--- src/ts2bcd_pkg.sv ---
`timescale 1ns / 1ps

package ts2bcd_pkg;

   localparam int COUNT_W = 7;
   localparam logic [COUNT_W-1:0] COUNT_MAX = 7'd127;

   localparam logic [7:0] CH_MINUS      = 8'h2D;
   localparam logic [7:0] CH_PLUS       = 8'h2B;
   localparam logic [7:0] CH_COLON      = 8'h3A;
   localparam logic [7:0] CH_LOWER_T    = 8'h74;
   localparam logic [7:0] CH_UNDERSCORE = 8'h5F;
   localparam logic [7:0] CH_SPACE      = 8'h20;
   localparam logic [7:0] CH_DIGIT_0    = 8'h30;
   localparam logic [7:0] CH_DIGIT_9    = 8'h39;
   localparam logic [7:0] CH_UPPER_A    = 8'h41;
   localparam logic [7:0] CH_UPPER_Z    = 8'h5A;
   localparam logic [7:0] CASE_BIT      = 8'h20;
   localparam logic [7:0] SIGN_BIT      = 8'h80;

   localparam logic [2:0] YEAR_DIGITS  = 3'd4;
   localparam logic [2:0] FIELD_DIGITS = 3'd2;

   typedef enum logic [2:0] {
      FS_YEAR   = 3'd0,
      FS_MONTH  = 3'd1,
      FS_DAY    = 3'd2,
      FS_HOUR   = 3'd3,
      FS_MINUTE = 3'd4,
      FS_SECOND = 3'd5,
      FS_ZHOUR  = 3'd6,
      FS_ZMIN   = 3'd7
   } field_type;

   typedef struct packed {
      logic       valid;
      logic       last;
      logic [7:0] char_in;
   } step_type;

   typedef struct packed {
      logic        status;
      logic [15:0] year_bcd;
      logic [7:0]  month_bcd;
      logic [7:0]  day_bcd;
      logic [7:0]  hour_bcd;
      logic [7:0]  minute_bcd;
      logic [7:0]  second_bcd;
      logic [7:0]  zone_hour_bcd;
      logic [7:0]  zone_minute_bcd;
   } result_type;

endpackage

--- src/timestamp_to_bcd_parser.sv ---
// Timestamp parser: one character per cycle, BCD fields out on the last one.
// The result of a string reaches the rsp_ ports through the input register, then the
// state update into the result register; the last character waits in the input
// register while the result register holds a result that is not being taken.
// Throughput: one character per cycle; only a stalled result slows the input.
// Reset is synchronous, active high, and clears all parse and handshake state.
`timescale 1ns / 1ps

module timestamp_to_bcd_parser
   import ts2bcd_pkg::*;
#(
   parameter int MAX_LEN = 32
) (
   input  logic        clock,
   input  logic        reset,
   // character channel
   input  logic        req_valid,
   output logic        req_ready,
   input  logic [7:0]  req_char_in,
   input  logic        req_is_last,
   // result channel
   output logic        rsp_valid,
   input  logic        rsp_ready,
   output logic        rsp_status,
   output logic [15:0] rsp_year_bcd,
   output logic [7:0]  rsp_month_bcd,
   output logic [7:0]  rsp_day_bcd,
   output logic [7:0]  rsp_hour_bcd,
   output logic [7:0]  rsp_minute_bcd,
   output logic [7:0]  rsp_second_bcd,
   output logic [7:0]  rsp_zone_hour_bcd,
   output logic [7:0]  rsp_zone_minute_bcd
);

   // Input register: holds one accepted character.
   logic       in_valid_ff, in_valid_in;
   logic [7:0] in_char_ff;
   logic       in_last_ff;

   // Result register: one completed string waiting for the consumer.
   logic       out_valid_ff, out_valid_in;
   result_type out_data_ff;

   logic       req_take;
   logic       out_free;
   logic       step_go;
   step_type   step;
   result_type result;

   // A non-final character never needs the result slot, so it always moves
   // on; the final one waits until the result register is empty or draining.
   assign out_free  = !out_valid_ff || rsp_ready;
   assign step_go   = in_valid_ff && (!in_last_ff || out_free);
   assign req_ready = !in_valid_ff || step_go;
   assign req_take  = req_valid && req_ready;

   always_comb begin
      in_valid_in = req_take ? 1'b1 : (in_valid_ff && !step_go);
   end

   always_ff @(posedge clock) begin
      if (reset) begin
         in_valid_ff <= 1'b0;
      end else begin
         in_valid_ff <= in_valid_in;
      end
   end

   // payload only, no reset needed
   always_ff @(posedge clock) begin
      if (req_take) begin
         in_char_ff <= req_char_in;
         in_last_ff <= req_is_last;
      end
   end

   assign step.valid   = step_go;
   assign step.last    = in_last_ff;
   assign step.char_in = in_char_ff;

   // Field state, digit counter, error latch and BCD accumulators.
   ts2bcd_core #(
      .MAX_LEN (MAX_LEN)
   ) u_core (
      .clock  (clock),
      .reset  (reset),
      .step   (step),
      .result (result)
   );

   always_comb begin
      if (step_go && in_last_ff) begin
         out_valid_in = 1'b1;
      end else begin
         out_valid_in = out_valid_ff && !rsp_ready;
      end
   end

   always_ff @(posedge clock) begin
      if (reset) begin
         out_valid_ff <= 1'b0;
      end else begin
         out_valid_ff <= out_valid_in;
      end
   end

   always_ff @(posedge clock) begin
      if (step_go && in_last_ff) begin
         out_data_ff <= result;
      end
   end

   assign rsp_valid           = out_valid_ff;
   assign rsp_status          = out_data_ff.status;
   assign rsp_year_bcd        = out_data_ff.year_bcd;
   assign rsp_month_bcd       = out_data_ff.month_bcd;
   assign rsp_day_bcd         = out_data_ff.day_bcd;
   assign rsp_hour_bcd        = out_data_ff.hour_bcd;
   assign rsp_minute_bcd      = out_data_ff.minute_bcd;
   assign rsp_second_bcd      = out_data_ff.second_bcd;
   assign rsp_zone_hour_bcd   = out_data_ff.zone_hour_bcd;
   assign rsp_zone_minute_bcd = out_data_ff.zone_minute_bcd;

endmodule

--- src/ts2bcd_core.sv ---
`timescale 1ns / 1ps

module ts2bcd_core
   import ts2bcd_pkg::*;
#(
   parameter int MAX_LEN = 32
) (
   input  logic       clock,
   input  logic       reset,
   input  step_type   step,
   output result_type result
);

   field_type          field_ff, field_in;
   logic [2:0]         dl_ff, dl_in;
   logic               err_ff, err_in;
   logic [COUNT_W-1:0] cnt_ff, cnt_in;
   logic [15:0]        year_ff, year_in;
   logic [7:0]         month_ff, month_in;
   logic [7:0]         day_ff, day_in;
   logic [7:0]         hour_ff, hour_in;
   logic [7:0]         minute_ff, minute_in;
   logic [7:0]         second_ff, second_in;
   logic [7:0]         zhour_ff, zhour_in;
   logic [7:0]         zmin_ff, zmin_in;

   logic [7:0]  ch;
   logic        digit;
   logic        sep_ok;
   logic [2:0]  dl_m1;
   logic [15:0] nib;
   logic        bad;

   always_comb begin
      ch = step.char_in;
      if (ch >= CH_UPPER_A && ch <= CH_UPPER_Z) begin
         ch = ch | CASE_BIT;
      end
      digit = (ch >= CH_DIGIT_0) && (ch <= CH_DIGIT_9);
      dl_m1 = dl_ff - 3'd1;
      // digit lands in nibble (digits_left - 1), MSD first
      nib   = 16'(ch[3:0]) << {dl_m1[1:0], 2'b00};
   end

   always_comb begin
      unique case (field_ff)
         FS_YEAR, FS_MONTH:            sep_ok = (ch == CH_MINUS);
         FS_DAY:                       sep_ok = (ch == CH_LOWER_T) || (ch == CH_UNDERSCORE)
                                                || (ch == CH_SPACE);
         FS_HOUR, FS_MINUTE, FS_ZHOUR: sep_ok = (ch == CH_COLON);
         FS_SECOND, FS_ZMIN:           sep_ok = 1'b0;
      endcase
   end

   always_comb begin
      cnt_in    = (cnt_ff != COUNT_MAX) ? cnt_ff + 1'b1 : cnt_ff;
      err_in    = err_ff | (cnt_in > COUNT_W'(MAX_LEN));
      field_in  = field_ff;
      dl_in     = dl_ff;
      year_in   = year_ff;
      month_in  = month_ff;
      day_in    = day_ff;
      hour_in   = hour_ff;
      minute_in = minute_ff;
      second_in = second_ff;
      zhour_in  = zhour_ff;
      zmin_in   = zmin_ff;
      if (!err_in) begin
         priority if (field_ff == FS_ZHOUR && dl_ff == FIELD_DIGITS && !digit) begin
            // sign characters before the first zone hour digit
            if (ch == CH_MINUS) begin
               zhour_in = zhour_ff | SIGN_BIT;
            end else if (ch != CH_PLUS) begin
               err_in = 1'b1;
            end
         end else if (digit && dl_ff != 3'd0) begin
            unique case (field_ff)
               FS_YEAR:   year_in   = year_ff | nib;
               FS_MONTH:  month_in  = month_ff | nib[7:0];
               FS_DAY:    day_in    = day_ff | nib[7:0];
               FS_HOUR:   hour_in   = hour_ff | nib[7:0];
               FS_MINUTE: minute_in = minute_ff | nib[7:0];
               FS_SECOND: second_in = second_ff | nib[7:0];
               FS_ZHOUR:  zhour_in  = zhour_ff | nib[7:0];
               FS_ZMIN:   zmin_in   = zmin_ff | nib[7:0];
            endcase
            dl_in = dl_m1;
            if (field_ff == FS_SECOND && dl_m1 == 3'd0) begin
               field_in = FS_ZHOUR;
               dl_in    = FIELD_DIGITS;
            end
         end else if (dl_ff == 3'd0 && sep_ok) begin
            field_in = field_type'(field_ff + 3'd1);
            dl_in    = FIELD_DIGITS;
         end else begin
            err_in = 1'b1;
         end
      end
   end

   always_comb begin
      bad                    = err_in || (field_in < FS_ZHOUR);
      result.status          = bad;
      result.year_bcd        = bad ? 16'd0 : year_in;
      result.month_bcd       = bad ? 8'd0 : month_in;
      result.day_bcd         = bad ? 8'd0 : day_in;
      result.hour_bcd        = bad ? 8'd0 : hour_in;
      result.minute_bcd      = bad ? 8'd0 : minute_in;
      result.second_bcd      = bad ? 8'd0 : second_in;
      result.zone_hour_bcd   = bad ? 8'd0 : zhour_in;
      result.zone_minute_bcd = bad ? 8'd0 : zmin_in;
   end

   // state goes back to its start value after the last character
   always_ff @(posedge clock) begin
      if (reset || (step.valid && step.last)) begin
         field_ff  <= FS_YEAR;
         dl_ff     <= YEAR_DIGITS;
         err_ff    <= 1'b0;
         cnt_ff    <= '0;
         year_ff   <= '0;
         month_ff  <= '0;
         day_ff    <= '0;
         hour_ff   <= '0;
         minute_ff <= '0;
         second_ff <= '0;
         zhour_ff  <= '0;
         zmin_ff   <= '0;
      end else if (step.valid) begin
         field_ff  <= field_in;
         dl_ff     <= dl_in;
         err_ff    <= err_in;
         cnt_ff    <= cnt_in;
         year_ff   <= year_in;
         month_ff  <= month_in;
         day_ff    <= day_in;
         hour_ff   <= hour_in;
         minute_ff <= minute_in;
         second_ff <= second_in;
         zhour_ff  <= zhour_in;
         zmin_ff   <= zmin_in;
      end
   end

endmodule

--- config.mk ---
export PLATFORM = sky130hd
export DESIGN_NAME = timestamp_to_bcd_parser
export DESIGN_NICKNAME = d
export VERILOG_FILES = /design/src/ts2bcd_pkg.sv /design/src/timestamp_to_bcd_parser.sv /design/src/ts2bcd_core.sv
export SDC_FILE = /design/constraint.sdc
export NUM_CORES = 1
export LEC_CHECK = 0
export BUFFER_PORTS_ARGS = -buffer_cell sky130_fd_sc_hd__buf_2
export CORE_UTILIZATION = 40
export CTS_CLUSTER_DIAMETER = 30
export DETAILED_ROUTE_END_ITERATION = 6
export GPL_TIMING_DRIVEN = 0
export SKIP_LAST_GASP = 1
export SYNTH_ARGS = -nofsm -noshare
export SYNTH_HDL_FRONTEND = slang
export SYNTH_SLANG_ARGS = --single-unit
--- constraint.sdc ---
create_clock -name clock -period 5 [get_ports clock]
set_input_delay 1.5 -clock clock [delete_from_list [all_inputs] [get_ports clock]]
set_output_delay 1.5 -clock clock [all_outputs]
set_load 0.01 [all_outputs]
## Word-level counts from Yosys, hierarchy flattened

Index checks and enable logic that the tools add are counted.

- Reductions and logical operators: 34
- Order comparisons: 6
- $add $sub $neg: 3
- Shift-type cells: 1
- Bitwise logic cells: 11
- Equal/unequal tests: 15
- Multiplexer cells: 52

Operators with widths:

| cell | count |
|---|---|
| 8-bit two-way mux | 29 |
| 16-bit two-way mux | 4 |
| 8-bit OR | 7 |
| 8-bit by 6-bit equality test with 1-bit output (second input constant) | 3 |
| 3-bit two-way mux | 8 |
| 8-bit by 7-bit equality test with 1-bit output (second input constant) | 2 |
| 16-bit OR | 1 |
| 4-bit by 4-bit left shift with 16-bit output | 1 |
| 3-bit equality test (second input constant) | 4 |
| 1-bit logical AND | 12 |
| 3-bit by 2-bit equality test with 1-bit output (second input constant) | 3 |
| 3-bit zero test | 3 |
| 8-bit by 6-bit greater-or-equal comparator with 1-bit output (second input constant) | 1 |
| 8-bit by 7-bit greater-or-equal comparator with 1-bit output (second input constant) | 1 |
| 8-bit by 6-bit <= comparator with 1-bit output (second input constant) | 1 |
| 8-bit by 7-bit <= comparator with 1-bit output (second input constant) | 1 |
| 1-bit two-way mux | 8 |
| 8-bit by 6-bit inequality test with 1-bit output (second input constant) | 1 |
| 7-bit by 1-bit adder with 7-bit output (second input constant) | 1 |
| 7-bit by 6-bit greater-than comparator with 1-bit output (second input constant) | 1 |
| 1-bit logical OR | 7 |
| 7-bit two-way mux | 1 |
| 7-bit inequality test (second input constant) | 1 |
| 1-bit zero test | 6 |
| 13 further kinds | 15 |

- Register bits after elaboration: 170
- Output and inout port bits: 75
- Input port bits: 13
- Word-level logic and storage cells: 147

## Depth between registers and ports, before layout

Gate-level depths: netlist of the first run.

- Word-level depth: 14
- Mapped depth: 11
- Mapped depth without buffers: 8

## Cells and area by module

A second synthesis of the first run with hierarchy kept.

- Cell total of the unflattened synthesis: 681
- Area total of the unflattened synthesis: 6,949.2 µm²

Modules (own cells, without submodules):

| module | cells each | seq. area each (µm²) | times used | area each (µm²) |
|---|---|---|---|---|
| ts2bcd_core | 587 | 1,721.7 | 1 | 4,383.0 |
| timestamp_to_bcd_parser | 94 | 2,502.4 | 1 | 2,566.2 |

## Worst setup path before layout of the first run

OpenSTA, ideal clock, no wires.

- Path kind: input-to-reg
- Start: in rsp_ready
- End: reg u_core.cnt_ff[4]
- Arrival: 4.353 ns
- Slack: 0.515 ns
- Required time: 4.868 ns
- Cell stages on the path: 6
- Path buffers: 2
- Setup time: 0.132 ns
- Path through: nand3b_1 -> and3_1 -> or2_2 -> clkbuf_1 -> clkbuf_1 -> nor3_1

- Longest elaborated chain between the ends: 5

Ends and longest elaborated chain:

| element | line | RTL |
|---|---|---|
| start: declaration | timestamp_to_bcd_parser.sv:23 | `input logic rsp_ready,` |
| 1-bit logical OR * | timestamp_to_bcd_parser.sv:52 | `assign out_free = !out_valid_ff \|\| rsp_ready;` |
| 1-bit logical OR * | timestamp_to_bcd_parser.sv:53 | `assign step_go = in_valid_ff && (!in_last_ff \|\| out_free);` |
| 1-bit logical AND * | timestamp_to_bcd_parser.sv:53 |  |
| 1-bit logical AND | ts2bcd_core.sv:116 | `if (reset \|\| (step.valid && step.last)) begin` |
| 1-bit logical OR | ts2bcd_core.sv:116 |  |
| end signal: assignment | ts2bcd_core.sv:133 | `cnt_ff <= cnt_in;` |
| end: declaration | ts2bcd_core.sv:17 | `logic [COUNT_W-1:0] cnt_ff, cnt_in;` |

Mark *: on every way between the ends. The rest lies on a longest branch, timed or not.
A chain may end at the register's enable or synchronous reset.

## Worst setup path in the final report of the first run

- Start: reg u_core.dl_ff[0]
- End: reg out_data_ff (netlist bit rsp_zone_hour_bcd[4]) (data pin)

- Longest elaborated chain between the ends: 9
- Elaborated cells between the ends (all ways): 27
- Those cells by class: 1 x add/sub; 1 x order compare; 1 x eq/ne; 1 x shift; 13 x mux; 1 x bitwise; 9 x reduce/logical

Ends and longest elaborated chain:

| element | line | RTL |
|---|---|---|
| start: declaration | ts2bcd_core.sv:15 | `logic [2:0] dl_ff, dl_in;` |
| start signal: assignment | ts2bcd_core.sv:131 | `dl_ff <= dl_in;` |
| 3-bit by 1-bit subtractor with 3-bit output | ts2bcd_core.sv:40 | `dl_m1 = dl_ff - 3'd1;` |
| 3-bit zero test | ts2bcd_core.sv:88 | `if (field_ff == FS_SECOND && dl_m1 == 3'd0) begin` |
| 1-bit logical AND | ts2bcd_core.sv:88 |  |
| 3-bit two-way mux | ts2bcd_core.sv:88 |  |
| 3-bit two-way mux | ts2bcd_core.sv:76 | `end else if (digit && dl_ff != 3'd0) begin` |
| 3-bit two-way mux | ts2bcd_core.sv:69 | `priority if (field_ff == FS_ZHOUR && dl_ff == FIELD_DIGITS && !digit) begin` |
| 3-bit two-way mux | ts2bcd_core.sv:68 | `if (!err_in) begin` |
| 3-bit less-than comparator | ts2bcd_core.sv:102 | `bad = err_in \|\| (field_in < FS_ZHOUR);` |
| 1-bit logical OR | ts2bcd_core.sv:102 |  |
| end signal: assignment | timestamp_to_bcd_parser.sv:109 | `out_data_ff <= result;` |
| end: declaration | timestamp_to_bcd_parser.sv:42 | `result_type out_data_ff;` |

Several ways; a longest one is shown, not always the timed one.

==> results of run 1 <==
[power by group through the flow]
stage / Combinational (uW) / Sequential [uW] / Clock (uW)
2_1_floorplan: 80.4 / 1520 / 0
3_3_place_gp: 135 / 1510 / 0
3_5_place_dp: 140 / 1510 / 0
4_1_cts: 140 / 1480 / 1320
5_1_grt: 152 / 1480 / 1380
6_report: 141 / 1480 / 1310
[worst max-delay path by stage]
stage	start	endpoint	slack (ps)
2_1_floorplan	rsp_ready	u_core.cnt_ff[4]	520
3_3_place_gp	rsp_ready	u_core.cnt_ff[4]	-650
3_5_place_dp	u_core.dl_ff[0]	rsp_zone_hour_bcd[4]	1310
4_1_cts	u_core.dl_ff[0]	rsp_zone_hour_bcd[4]	1260
5_1_grt	u_core.dl_ff[0]	rsp_zone_hour_bcd[4]	920
6_report	u_core.dl_ff[0]	rsp_zone_hour_bcd[4]	1190
[metrics by stage]
| stage | total power, uW | std cells |
|---|---|---|
| final | 2930 | 1083 |
| after global routing | 3020 | 1083 |
| after CTS | 2950 | 1083 |
| after detailed placement | 1650 | 1051 |
| after global placement | 1650 | 1050 |
| after floorplan | 1600 | 703 |
[sequential cells by signal, indices dropped and copies added (netlist names), 3 cells and up]
| register | flops |
|---|---|
| u_core.second_ff | 8 |
| u_core.day_ff | 8 |
| u_core.zhour_ff | 8 |
| rsp_zone_hour_bcd | 8 |
| u_core.hour_ff | 8 |
| u_core.cnt_ff | 7 |
| u_core.zmin_ff | 8 |
| rsp_year_bcd | 16 |
| u_core.month_ff | 8 |
| rsp_minute_bcd | 8 |
| u_core.field_ff | 3 |
| u_core.dl_ff | 3 |
| u_core.year_ff | 16 |
| rsp_zone_minute_bcd | 8 |
| rsp_second_bcd | 8 |
| u_core.minute_ff | 8 |
| rsp_day_bcd | 8 |
| rsp_hour_bcd | 8 |
| rsp_month_bcd | 8 |
| in_char_ff | 8 |
[cell type report]
class / instances / area (um2) / area share
sequential: 170 / 4220 / 0.464
multi-input combinational: 450 / 3140 / 0.345
timing repair buffer: 88 / 463 / 0.0508
clock buffer: 19 / 433 / 0.0475
buffer: 75 / 352 / 0.0386
tap: 260 / 325 / 0.0357
clock inverter: 13 / 144 / 0.0158
inverter: 8 / 30.0 / 0.00330
[cells in the final DEF (no fill, tap or decap), types with 5 or more instances in the layout]
cell type / n
nand2_1: 17
and2_1: 6
nor4_2: 75
and3_1: 6
clkbuf_16: 17
edfxtp_1: 82
buf_2: 101
nor2_1: 89
nand2b_1: 5
buf_1: 7
nor3_1: 7
inv_1: 8
a21oi_1: 71
clkbuf_1: 49
nand3_1: 6
dfxtp_1: 88
ha_1: 11
buf_6: 7
nor4_1: 5
a41oi_1: 8
o21ai_0: 9
a31oi_1: 75
[cells in the mapped netlist, types with 8 or more instances]
master / count
nand2_1: 17
nor4_2: 75
a41oi_1: 8
ha_1: 11
clkbuf_1: 47
inv_1: 8
a21oi_1: 71
nor2_1: 89
a31oi_1: 75
dfxtp_1: 88
o21ai_0: 9
edfxtp_1: 82
buf_2: 14
[critical path: stages, from the launching register on]
cell      delay, ps
dfxtp_1         500
inv_1           160
ha_1            230
nand2b_1        180
nand4_1         380
clkbuf_1        390
nor4_1         1030
clkbuf_1        420
a21oi_1         150
nor4_2          180
[metal layers]
layer	GRT usage	up-vias	wire, um	share of wire
met5	0	-	0	0
met4	0.0812	0	442	0.021
met3	0.0448	37	1280	0.062
met2	0.354	269	10100	0.49
met1	0.274	3035	8920	0.43
li1	-	2897	-	-
[kinds of logic after synthesis]
logic type	count (synthesis)
and+or+nand+nor	239
adders and majority gates	11
muxes	2
xor gates and xnor gates	3
DFF	170
AOI/OAI and AO/OA	195
buffers and inverters	83
==> metrics.md, run 1 <==
| Metric | Value |
|---|---|
| Starting density of the core | 0.411 |
| FP Rows | 50 |
| Post-route cell area | 9110 um2 |
| P per Cell Area | 322 nW/um2 |
| Die Wd | 141 um |
| Switching part of the total | 0.232 |
| Min cycle time layout | 3810 ps |
| First-pass GRT wire length | 32600 um |
| Gpl congestion | 0.835 |
| Hold_sp | u_core.second_ff[4] |
| Routed WL | 20700 um |
| Synth Net Count | 727 |
| Final setup vio count | 0 |
| Clock Tree Root | clkbuf_16 |
| WHS | 471 ps |
| Synth async-reset ratio | 0 |
| Yosys reg bits | 170 |
| DRC viols | 0 |
| Initial DRC count | 480 |
| Crit end category | flip-flop |
| Seq pwr share | 0.506 |
| Psw | 681 uW |
| Layout area overhead | 17.7% |
| DR vias/cell | 5.76 |
| Avg Synthesized Cell Area | 11.0 um2 |
| Count of flip-flops with a built-in enable after synthesis | 82 |
| Worst vdd ir | 0.235 mV |
| Global router's overall resource usage | 0.214 |
| Routed Antenna Nets | 0 |
| Remaining global-route overflow | 0 |
| Worst-Margin Slew | 1150 ps |
| Reg-to-reg critical path endpoint | rsp_zone_hour_bcd[4] |
| Nets | 834 |
| # fillers | 1718 |
| Largest family of logic cells by synthesized area | simple AND/OR/NAND/NOR gates |
| Post-Synthesis Cells | 703 |
| Critical-path maximum fanout | 10 |
| Final Util | 0.484 |
| Clock latency on the worst-skew pair | 440 ps |
| Post-DP Area | 8530 um2 |
| Hold Path Class | reg2reg |
| Vias after detailed routing | 6238 |
| Cts hold-fix bufs | 0 |
| CTS buffer count | 17 |
| CTS resizes | 0 |
| Logic gate share of total power | 0.048 |
| Kind of critical path | reg2reg |
| FF-to-FF path depth | 9 |
| Primary FF master, synth | dfxtp_1 |
| Input/output buffers | 87 |
| Slack of the critical path | 1190 ps |
| Fin. Hold Viols | 0 |
| R2r setup slk | 1190 ps |
| Post-synthesis mux area share | 0.00259 |
| Leak | 0.00282 uW |
| Cell taking the most area after synthesis | edfxtp_1 |
| Slew HR | 0.225 |
| Share of the synthesized area in the top cell type | 0.318 |
| Seq/Total Area, Yosys | 0.546 |
| RSZ-0062 raised after global routing | false |
| Share of layout cells above drive strength 1 | 0.271 |
| Hold Path Cell Cnt | 2 |
| Worst reg2reg path startpoint | u_core.dl_ff[0] |
| YS warnings | 0 |
| Dominant cells by area after synthesis | edfxtp_1, dfxtp_1, nor4_2 |
| Dpl hpwl | 14100 um |
| # IOs | 88 |
| Startpoint Class | flip-flop |
| Required time worst endpoint | 5260 ps |
| Worst-path clk slew | 70 ps |
| Clock sinks | 170 |
| Core outline area | 18800 um2 |
| Final TNS setup | 0 ps |
| Final setup skew | 7.89 ps |
| Status | finished, final reports clean |
| CTS tree | done |
| Largest net degree at the start of global routing | 76 |
| Fmax | 262 MHz |
| P_int | 2250 uW |
| Max-cap violations | 0 |
| Post-DR wirelength/cell | 19.1 um |
| Distinct cells, synth | 56 |
| Final Cycle Share | 0.762 |
| Setup bufs post-CTS | 0 |
| Post-synthesis compound-gate area fraction | 0.160 |
| H-tree Lvls | 4 |
| Die area | 19900 um2 |
| First drt pass iteration count | 5 |
| Die Y | 141 um |
| Cell Area, Synth | 7740 um2 |
| Longest Clk Path Bufs | 2 |
| Antenna cells | 0 |
| Clk pwr share | 0.446 |
| Post-Place Worst Slack | 1310 ps |
| Initial antenna violation count | 0 |
| Worst endpoint data arrival time | 4070 ps |
| Post-Synth XOR/XNOR Area | 0.00339 |
| Slew Limit Fails | 0 |
| Hold path endpoint | u_core.second_ff[4] |
| Synth Area in Simple Gates | 0.221 |
| Post-Synth Adder-Cell Area | 0.0178 |
| Vias in the first global route | 5954 |
No activity file was read; power rests on OpenSTA's default activity.
==> run 2, diff against run 1 <==
clock period = 3.1 ns   (was 5 ns; I/O delays follow)
==> run 2 against run 1 <==
Against the previous run: combinational power is 72% higher; register-to-register slack worse by 1100 ps; first-iteration DRC count decreased by 9.2%; via count decreased by 0.18%; critical path depth is 1 lower; count of clock-buffer cells in the layout shrank 2; critical endpoint is now rsp_hour_bcd[7]; largest cell class unchanged.
==> metrics.md, run 2 (synthesis results as in run 1) <==
| Metric | Value |
|---|---|
| Initial DRC count | 436 |
| Starting density of the core | 0.411 |
| Die Wd | 141 um |
| Largest net degree at the start of global routing | 74 |
| Nets | 842 |
| Initial antenna violation count | 0 |
| R2r setup slk | 90 ps |
| Die Y | 141 um |
| Worst endpoint data arrival time | 3240 ps |
| Switching part of the total | 0.242 |
| Longest Clk Path Bufs | 2 |
| Status | finished, final reports clean |
| Logic gate share of total power | 0.051 |
| Routed WL | 20600 um |
| RSZ-0062 raised after global routing | false |
| Cts hold-fix bufs | 0 |
| Placed cells | 1051 |
| Crit end category | flip-flop |
| Global router's overall resource usage | 0.210 |
| Startpoint Class | flip-flop |
| DR vias/cell | 5.71 |
| Worst vdd ir | 0.377 mV |
| P per Cell Area | 503 nW/um2 |
| Hold Path Class | reg2reg |
| Fin. Hold Viols | 0 |
| Min cycle time layout | 3010 ps |
| Die area | 19900 um2 |
| Max-cap violations | 0 |
| WHS | 468 ps |
| Post-DR wirelength/cell | 18.9 um |
| Share of layout cells above drive strength 1 | 0.301 |
| Post-DP Area | 8530 um2 |
| Final setup skew | 5.18 ps |
| CTS buffer count | 17 |
| P_int | 3570 uW |
| Clock Tree Root | clkbuf_16 |
| Leak | 0.00299 uW |
| Hold path endpoint | u_core.minute_ff[5] |
| Slew HR | 0.452 |
| Fmax | 333 MHz |
| Final setup vio count | 0 |
| Slack of the critical path | 93.2 ps |
| Hold Path Cell Cnt | 2 |
| M1 WL | 9040 um |
| H-tree Lvls | 4 |
| FF-to-FF path depth | 8 |
| Antenna cells | 0 |
| Met2 Wirelength | 9860 um |
| Most frequent cells in the layout | buf_2, nor2_1, dfxtp_1, edfxtp_1, a31oi_1 |
| Worst-Margin Slew | 821 ps |
| Worst reg2reg path startpoint | in_char_ff[7] |
| Post-Place Worst Slack | -672 ps |
| Core outline area | 18800 um2 |
| FP Rows | 50 |
| Clock latency on the worst-skew pair | 440 ps |
| Routed Antenna Nets | 0 |
| Worst-path clk slew | 70 ps |
| # IOs | 88 |
| Psw | 1140 uW |
| Input/output buffers | 87 |
| Clock sinks | 170 |
| Clk pwr share | 0.439 |
| Dpl hpwl | 13900 um |
| CTS tree | done |
| Vias in the first global route | 5905 |
| Required time worst endpoint | 3340 ps |
| Hold_sp | u_core.minute_ff[5] |
| DR top layer | met4 |
| DRC viols | 0 |
| Layout area overhead | 20.7% |
| Seq pwr share | 0.509 |
| Vias after detailed routing | 6227 |
| Slew Limit Fails | 0 |
| Leading cell type in the layout, fill and taps excluded | buf_2 |
| Final Cycle Share | 0.970 |
| Remaining global-route overflow | 0 |
| Critical-path maximum fanout | 10 |
| Gpl congestion | 0.880 |
| Final Util | 0.496 |
| First-pass GRT wire length | 32100 um |
| Reg-to-reg critical path endpoint | rsp_hour_bcd[7] |
| Kind of critical path | reg2reg |
| WL met3 | 1000 um |
| Non-filler cells, final | 1091 |
| First drt pass iteration count | 5 |
| Post-route cell area | 9350 um2 |
==> run 2: changes by cell type in the layout (fill, tap and decap cells not counted), moves of 3 or more <==
| cell | before | now |
|---|---|---|
| buf_4 | 0 | 9 |
| clkbuf_1 | 49 | 33 |
| clkbuf_2 | 0 | 10 |
| clkinv_4 | 2 | 5 |
| nor4_2 | 75 | 67 |
| nor4_4 | 0 | 10 |
==> run 2: layer usage <==
metal,GRT usage,vias up
met3,0.0387,46
li1,-,2931
met2,0.345,213
met1,0.271,3037
met4,0.0898,0
met5,0,-
==> run 2: layout make-up <==
type                       count  area [um2]
timing repair buffer          98         563
clock inverter                15         146
buffer                        73         367
tap                          260         325
sequential                   170        4230
fill                        1738        9480
inverter                       8        30.0
clock buffer                  17         425
multi-input combinational    450        3260
==> run 2: how the worst max path moves through the flow <==
stage                    startpoint                    to  cells after the start
finish                in_char_ff[7]       rsp_hour_bcd[7]                      8
global route          in_char_ff[6]     rsp_second_bcd[7]                      8
CTS                   in_char_ff[7]     rsp_minute_bcd[4]                      8
detailed placement  u_core.dl_ff[0]  rsp_zone_hour_bcd[6]                      9
global placement          rsp_ready      u_core.cnt_ff[0]                      7
floorplan                 rsp_ready      u_core.cnt_ff[4]                      6
==> run 2: per-stage QoR <==
stage          TNS [ps]  power (uW)
2_1_floorplan         0        2580
3_3_place_gp     -79950        2660
3_5_place_dp     -27720        2670
4_1_cts               0        4720
5_1_grt               0        4840
6_report              0        4700
==> run 2: repair_timing <==
action,in CTS,in global routing
pin swaps,2,3
setup buffers,7,3
gates resized for setup,17,24
setup endpoints to repair,99,70
==> run 2: worst max-delay path: stages, from the launching register on <==
cell and delay (ps):
edfxtp_1 410, or3b_4 420, or4_4 530, a21o_1 270, a311oi_4 300, o32ai_4 150
buf_12 180, buf_6 170, nor4_4 350
==> run 2: power groups by stage <==
stage          logic (uW)  registers [uW]  clock network (uW)
4_1_cts               238            2390                2090
3_3_place_gp          218            2440                   0
2_1_floorplan         130            2450                   0
3_5_place_dp          226            2440                   0
6_report              242            2390                2070
5_1_grt               260            2400                2190
